--- src/design/ntc_pkg.sv ---
// ----------------------------------------------------------------------------
// NTC temperature package
// Shared widths, register codes, reset values, constants and beat structs.
// ----------------------------------------------------------------------------
package ntc_pkg;

  localparam int ADC_BITS_DEF = 10;
  localparam int MV_W         = 16;
  localparam int RES_W        = 32;
  localparam int TEMP_W       = 21;
  localparam int LOG_W        = 21;
  localparam int REG_W        = 20;
  localparam int LOG_STEPS    = 16;

  localparam logic [1:0] CFG_REF  = 2'd0;
  localparam logic [1:0] CFG_BETA = 2'd1;
  localparam logic [1:0] CFG_RN   = 2'd2;
  localparam logic [1:0] CFG_RS   = 2'd3;

  localparam logic [15:0] REF_RST  = 16'd5000;
  localparam logic [15:0] BETA_RST = 16'd3850;
  localparam logic [19:0] RN_RST   = 20'd4700;
  localparam logic [19:0] RS_RST   = 20'd10000;

  typedef logic [1:0] status_t;
  localparam status_t ST_OK   = 2'd0;
  localparam status_t ST_ZERO = 2'd1;
  localparam status_t ST_SAT  = 2'd2;

  localparam logic [14:0]        T0_CK       = 15'd29815;
  localparam logic [22:0]        Q16_X100    = 23'd6553600;
  localparam logic [31:0]        LN2_Q32     = 32'd2977044472;
  localparam logic signed [20:0] ZERO_CK_NEG = -21'sd27315;
  localparam logic signed [20:0] TEMP_MAX    = 21'sd1000000;

  typedef struct packed {
    logic [15:0] mv;
    status_t     cls;
  } res_side_t;

  typedef struct packed {
    logic [15:0] mv;
    logic [31:0] res;
    status_t     st;
    logic        fix;
  } log_side_t;

  typedef struct packed {
    logic [15:0] mv;
    logic [31:0] res;
    status_t     st;
    logic        fix;
    logic        dpos;
  } tmp_side_t;

endpackage

--- src/design/ntc_div.sv ---
// ----------------------------------------------------------------------------
// NTC pipelined divider
// Restoring unsigned division, one quotient bit per register stage.
// ----------------------------------------------------------------------------
module ntc_div
  import ntc_pkg::*;
#(
  parameter int NW = 36,
  parameter int DW = 16,
  parameter int SW = 1
) (
  input  logic          clk,
  input  logic          rst_n,
  input  logic          en,
  input  logic          in_valid,
  input  logic [NW-1:0] in_num,
  input  logic [DW-1:0] in_den,
  input  logic [SW-1:0] in_side,
  output logic          out_valid,
  output logic [NW-1:0] out_quot,
  output logic [SW-1:0] out_side
);

  logic          v_r      [NW];
  logic [NW-1:0] num_r    [NW];
  logic [NW-1:0] num_nxt  [NW];
  logic [DW-1:0] rem_r    [NW];
  logic [DW-1:0] rem_nxt  [NW];
  logic [DW-1:0] den_r    [NW];
  logic [SW-1:0] side_r   [NW];

  always_comb begin
    logic [NW-1:0] pn;
    logic [DW-1:0] pr;
    logic [DW-1:0] pd;
    logic [DW:0]   top;
    logic [DW:0]   dif;
    for (int k = 0; k < NW; k++) begin
      if (k == 0) begin
        pn = in_num;
        pr = '0;
        pd = in_den;
      end else begin
        pn = num_r[k-1];
        pr = rem_r[k-1];
        pd = den_r[k-1];
      end
      top = {pr, pn[NW-1]};
      dif = top - {1'b0, pd};
      if (top >= {1'b0, pd}) begin
        rem_nxt[k] = dif[DW-1:0];
        num_nxt[k] = {pn[NW-2:0], 1'b1};
      end else begin
        rem_nxt[k] = top[DW-1:0];
        num_nxt[k] = {pn[NW-2:0], 1'b0};
      end
    end
  end

  always_ff @(posedge clk) begin
    if (!rst_n) begin
      for (int k = 0; k < NW; k++) v_r[k] <= 1'b0;
    end else if (en) begin
      for (int k = 0; k < NW; k++) v_r[k] <= (k == 0) ? in_valid : v_r[k-1];
    end
  end

  always_ff @(posedge clk) begin
    if (en) begin
      for (int k = 0; k < NW; k++) begin
        num_r[k]  <= num_nxt[k];
        rem_r[k]  <= rem_nxt[k];
        den_r[k]  <= (k == 0) ? in_den : den_r[k-1];
        side_r[k] <= (k == 0) ? in_side : side_r[k-1];
      end
    end
  end

  assign out_valid = v_r[NW-1];
  assign out_quot  = num_r[NW-1];
  assign out_side  = side_r[NW-1];

endmodule

--- config.mk ---
export PLATFORM = sky130hd
export DESIGN_NAME = ntc_div
export DESIGN_NICKNAME = d
export VERILOG_FILES = /design/src/design/ntc_pkg.sv /design/src/design/ntc_div.sv
export SDC_FILE = /design/constraint.sdc
export NUM_CORES = 2
export LEC_CHECK = 0
export BUFFER_PORTS_ARGS = -buffer_cell sky130_fd_sc_hd__buf_2
export CAP_MARGIN = 40
export CORE_UTILIZATION = 30
export DETAILED_ROUTE_END_ITERATION = 8
export SYNTH_ARGS = -nofsm -noshare
export SYNTH_HDL_FRONTEND = slang
export SYNTH_SLANG_ARGS = --single-unit
--- constraint.sdc ---
create_clock -name clk -period 9.5 [get_ports clk]
set_input_delay 0.475 -clock clk [delete_from_list [all_inputs] [get_ports clk]]
set_output_delay 0.475 -clock clk [all_outputs]
set_load 0.03 [all_outputs]
Word level (Yosys, flattened, before mapping)
Memories as Yosys holds them, arrays and structs flattened.
Cells that the tools add are included.
Word-level totals
  flip-flop bits (word level): 0
  output and inout bits: 38
  latch bits: 0
  memory bits (read-only): 0
  memories: 5
  RAM bits: 2520
Operators by class
  bitwise gates (word level): 36
  divide/modulo/power cells: 0
  $lt $le $gt $ge: 36
  shift-type cells: 0
  equal/unequal tests: 0
  $mul: 0
  muxes and demuxes: 113
  reductions and logical operators: 0
  add/sub/neg operators: 36
Memories
  num_r: depth 36, bits a word 36, read ports 36, clocked after Yosys merged registers in 0, write ports 36, line ntc_div.sv:25  | logic [NW-1:0] num_r [NW];
  den_r: depth 36, bits a word 16, read ports 35, clocked after Yosys merged registers in 0, write ports 36, line ntc_div.sv:29  | logic [DW-1:0] den_r [NW];
  rem_r: depth 36, bits a word 16, read ports 35, clocked after Yosys merged registers in 0, write ports 36, line ntc_div.sv:27  | logic [DW-1:0] rem_r [NW];
  side_r: depth 36, bits a word 1, read ports 36, clocked after Yosys merged registers in 0, write ports 36, line ntc_div.sv:30  | logic [SW-1:0] side_r [NW];
  v_r: depth 36, bits a word 1, read ports 36, clocked after Yosys merged registers in 0, write ports 36, line ntc_div.sv:24  | logic v_r [NW];
Operator list (number)
  $ge 17x16->1: 35
  $mux 16: 36
  $sub 16x16->16: 35
  $mux 1: 77
  $or 1x1->1: 36
  $ge 1x16->1: 1
  $sub 1x16->16: 1

Longest topological paths before layout
  word-level depth: 4
  gate-level depth with buffers: 12

Worst setup path before layout
OpenSTA, ideal clock, no wires.
  kind: reg2reg
  start: mem den_r[26][1]
  end: mem rem_r[27][10], data pin
  path slack: 6295 ps
  cell stages (with the launch flop): 12
  setup time: 260 ps
  period minus slack after synthesis: 3205 ps
  arrival: 2946 ps
  cells stage by stage: edfxtp_1 -> inv_1 -> ha_1 -> nor2b_1 -> o31a_1 -> o31ai_1 -> a21oi_1 -> o31ai_1 -> a211oi_1 -> a2111oi_4 -> buf_4 -> mux2_2
RTL lines (line)
  start: declaration: ntc_div.sv:29
  end: declaration: ntc_div.sv:27

==> out/metrics.cfg <==
[run_status]
run_status=finished, final reports clean

[floorplan]
dieArea_um2=365000
rows=220
die_w_um=604
fp.dieH_um=604
core_region_area_um2=360000
initial_core_util=0.302
ioPinCount=95

[setup_path]
r2r_cells=9
cp_slowest_cell=o41ai_1
worstSetupStartpointType=register
worstPathArrival_ps=4380
critPathMaxStageDelay_ps=700
r2r_slack_ps=5710
cp_max_fo=17
required_ps=10090
r2r_end=rem_r[20][13]
cp_common_cell=a21oi_1
cp-end-kind=register
worstPathCellList=ha_1 -> a21oi_1 -> o21ai_0 -> a21oi_1 -> o21ai_0 -> o41ai_1 -> a21oi_1 -> a2111o_1 -> mux2_2
r2r-start=rem_r[19][1]
path_class=reg2reg

[global_route]
global_route.overflow_total=0
grt_pass1_wl_mm=314
grtUsageTotal=0.104
grt_max_degree=168
antenna_found_initial=1
grt_pass1_vias=59700

[clock_tree]
htree_levels=5
max-clock-path-buffers=4
numCtsBuffers=287
cts_tree=done
cts_sinks=2488
clk-insertion-delay-late_ps=890
holdBufCountCts=54
cts_resized=0
cts_setup_buffers=0
ctsRootBufferMaster=clkbuf_16
clkTransAtPathRegs_ps=60

[sta]
setup_viol=0
skew_ps=61.9
slew_headroom=0.324
fmax_mhz=264
period_share=0.399
worst_slew_pin_slew_ps=1010
hold_ws_ps=111
final_hold_viol_count=0
rsz0062_at_grt=false
slew_viol_final=0
period_needed_ps=3790
fin_setup_tns_ps=0

[route]
antenna_left=0
drcViolationCount=0
drtPass1Iterations=5
viasPerCell=4.59
detail_route.wl_per_cell_um=15.4
vias=58500
drt_iter0_drc=3715
finalWirelength_mm=196

[finish]
instances_no_fill=12700
multiInputGateArea_um2=30600
layout-drive-gt1-share=0.122
seq_area_um2=74700
fin_nets=8399
syn_to_final_growth_pct=15.2
fin_area_um2=125000
nFillCells=34000
post-route-util=0.348

[yosys]
synth_seq_cells=2488
async_reset_ff_frac=0
synthFlopType=edfxtp_1
synthCells=7360
synth_cell_types=72
synth-seq-area-share=0.688
netlist_area_um2=109000
synth.avg_cell_area_um2=14.8
ys_warn_count=0
synth_edf_count=2487
syn-num-nets=8013

[place]
dpl.cell_count=12200
placed_cell_area_um2=115000
gp_congestion=0.878
io_buffers=94
place_hpwl_mm=130

[pwr]
p_int_w=0.0273
power.switching_w=0.0121
p_comb_frac=0.323
pwr-share-seq=0.401
switching_share=0.308
power.leakage_nw=47.0
vdd_ir_drop_max_v=0.000137
p_per_area_nw_per_um2=315
p_clk_frac=0.276

[min_path]
min_path_cells=2
hold_path_class=in2reg
hp-start=rst_n
hold_path_end=v_r[8][0]

[job]
cap_violations=0

logic make-up after synthesis:
logic type | Yosys count | share of synthesized area
AOI/OAI and AO/OA | 1303 | 0.0781
xor gates and xnor gates | 341 | 0.0275
DFF | 2488 | 0.688
muxes | 438 | 0.0447
buffers and inverters | 864 | 0.0316
adders and majority gates | 596 | 0.0710
and+or+nand+nor | 1330 | 0.0597
cell type report:
class,count,share of cell area
clock buffers,351,0.0599
repair buffers,209,0.0146
well taps,4773,0.0477
diodes,1,0.0000200
flip-flops and latches,2488,0.597
inverters,752,0.0226
clock inverters,159,0.0141
multi-input cells,4008,0.244
synthesized netlist by cell type, types with 47 or more instances:
library cell  count  area share
o31ai_1          47      0.0032
nor2_1          399       0.014
nand2_1         258      0.0089
nand4_1          81      0.0047
clkbuf_1         53      0.0018
nor4_1           52      0.0030
o21a_1          124      0.0086
xor2_1          107      0.0086
o31a_1           47      0.0038
nand3_1         104      0.0048
edfxtp_1       2487        0.69
mux2i_1          75      0.0069
inv_1           752       0.026
nand2b_1         60      0.0035
a21o_1          121      0.0084
nor2b_1          95      0.0055
xnor2_1         234       0.019
and3_1           57      0.0033
mux2_2          357       0.037
o21ai_0         266       0.012
nor3_1          113      0.0052
a21oi_1         361       0.017
ha_1            562       0.065
power by group through the flow:
stage | clock network [W] | logic, W | registers (W)
after global placement | 0 | 0.0121 | 0.0160
after CTS | 0.0114 | 0.0127 | 0.0158
after global routing | 0.0117 | 0.0141 | 0.0160
after detailed placement | 0 | 0.0126 | 0.0160
final | 0.0109 | 0.0127 | 0.0158
after floorplan | 0 | 0.00988 | 0.0155
registers in the layout (all words and copies together) (netlist names):
register	flops
den_r	560
v_r	36
num_r	1296
side_r	36
rem_r	560
metal layers:
layer / part of all wire / GRT usage
met1: 0.43 / 0.126
met2: 0.49 / 0.182
met3: 0.036 / 0.0157
met4: 0.043 / 0.0481
met5: 0 / 0
cells in the final DEF (no fill, tap or decap), types with 18 or more instances in the layout:
| cell type | synthesis | layout |
|---|---|---|
| nor2_1 | 399 | 399 |
| inv_1 | 752 | 752 |
| nand2_1 | 258 | 258 |
| o21ai_0 | 266 | 265 |
| a21boi_0 | 44 | 44 |
| a21oi_1 | 361 | 360 |
| bufinv_16 | 0 | 32 |
| clkinv_1 | 0 | 56 |
| nor4_1 | 52 | 51 |
| edfxtp_1 | 2487 | 2487 |
| a31oi_1 | 37 | 37 |
| xnor2_1 | 234 | 234 |
| or2_2 | 18 | 18 |
| a21o_1 | 121 | 121 |
| clkinv_2 | 0 | 31 |
| o211ai_1 | 33 | 33 |
| a211oi_1 | 36 | 36 |
| nand2b_1 | 60 | 60 |
| nand3_1 | 104 | 104 |
| fa_1 | 34 | 34 |
| clkbuf_1 | 53 | 60 |
| buf_4 | 38 | 34 |
| o21a_1 | 124 | 124 |
| dlygate4sd3_1 | 0 | 54 |
| o31ai_1 | 47 | 47 |
| nand4_1 | 81 | 81 |
| or3_1 | 45 | 45 |
| mux2i_1 | 75 | 75 |
| mux2_2 | 357 | 357 |
| nor3_1 | 113 | 113 |
| nor2b_1 | 95 | 95 |
| buf_2 | 16 | 93 |
| clkbuf_16 | 0 | 290 |
| a31o_2 | 25 | 25 |
| xor2_1 | 107 | 107 |
| ha_1 | 562 | 562 |
| o31a_1 | 47 | 47 |
| o21bai_1 | 31 | 31 |
| and3_1 | 57 | 57 |
metrics by stage:
stage          setup slack, ps  power (W)
4_1_cts                   5710     0.0399
6_report                  5710     0.0395
3_5_place_dp              5740     0.0286
2_1_floorplan             6290     0.0254
3_3_place_gp              5430     0.0282
5_1_grt                   5470     0.0418
worst max-delay path: cells and delay by family, from the launching register on:
| family | cells | cell delay, ps |
|---|---|---|
| adders and majority gates | 1 | 370 |
| DFF | 1 | 400 |
| muxes | 1 | 390 |
| AOI/OAI and AO/OA | 7 | 2390 |
how the worst max path moves through the flow:
| stage | startpoint | endpoint | slack [ps] | cells past startpoint |
|---|---|---|---|---|
| after global placement | den_r[26][1] | rem_r[27][2] | 5430 | 10 |
| after floorplan | den_r[26][1] | rem_r[27][10] | 6290 | 11 |
| after global routing | den_r[27][1] | rem_r[28][7] | 5470 | 11 |
| after detailed placement | den_r[26][1] | rem_r[27][6] | 5740 | 11 |
| final | rem_r[19][1] | rem_r[20][13] | 5710 | 9 |
| after CTS | den_r[26][1] | rem_r[27][6] | 5710 | 11 |
(Power assumes the default switching activity.)
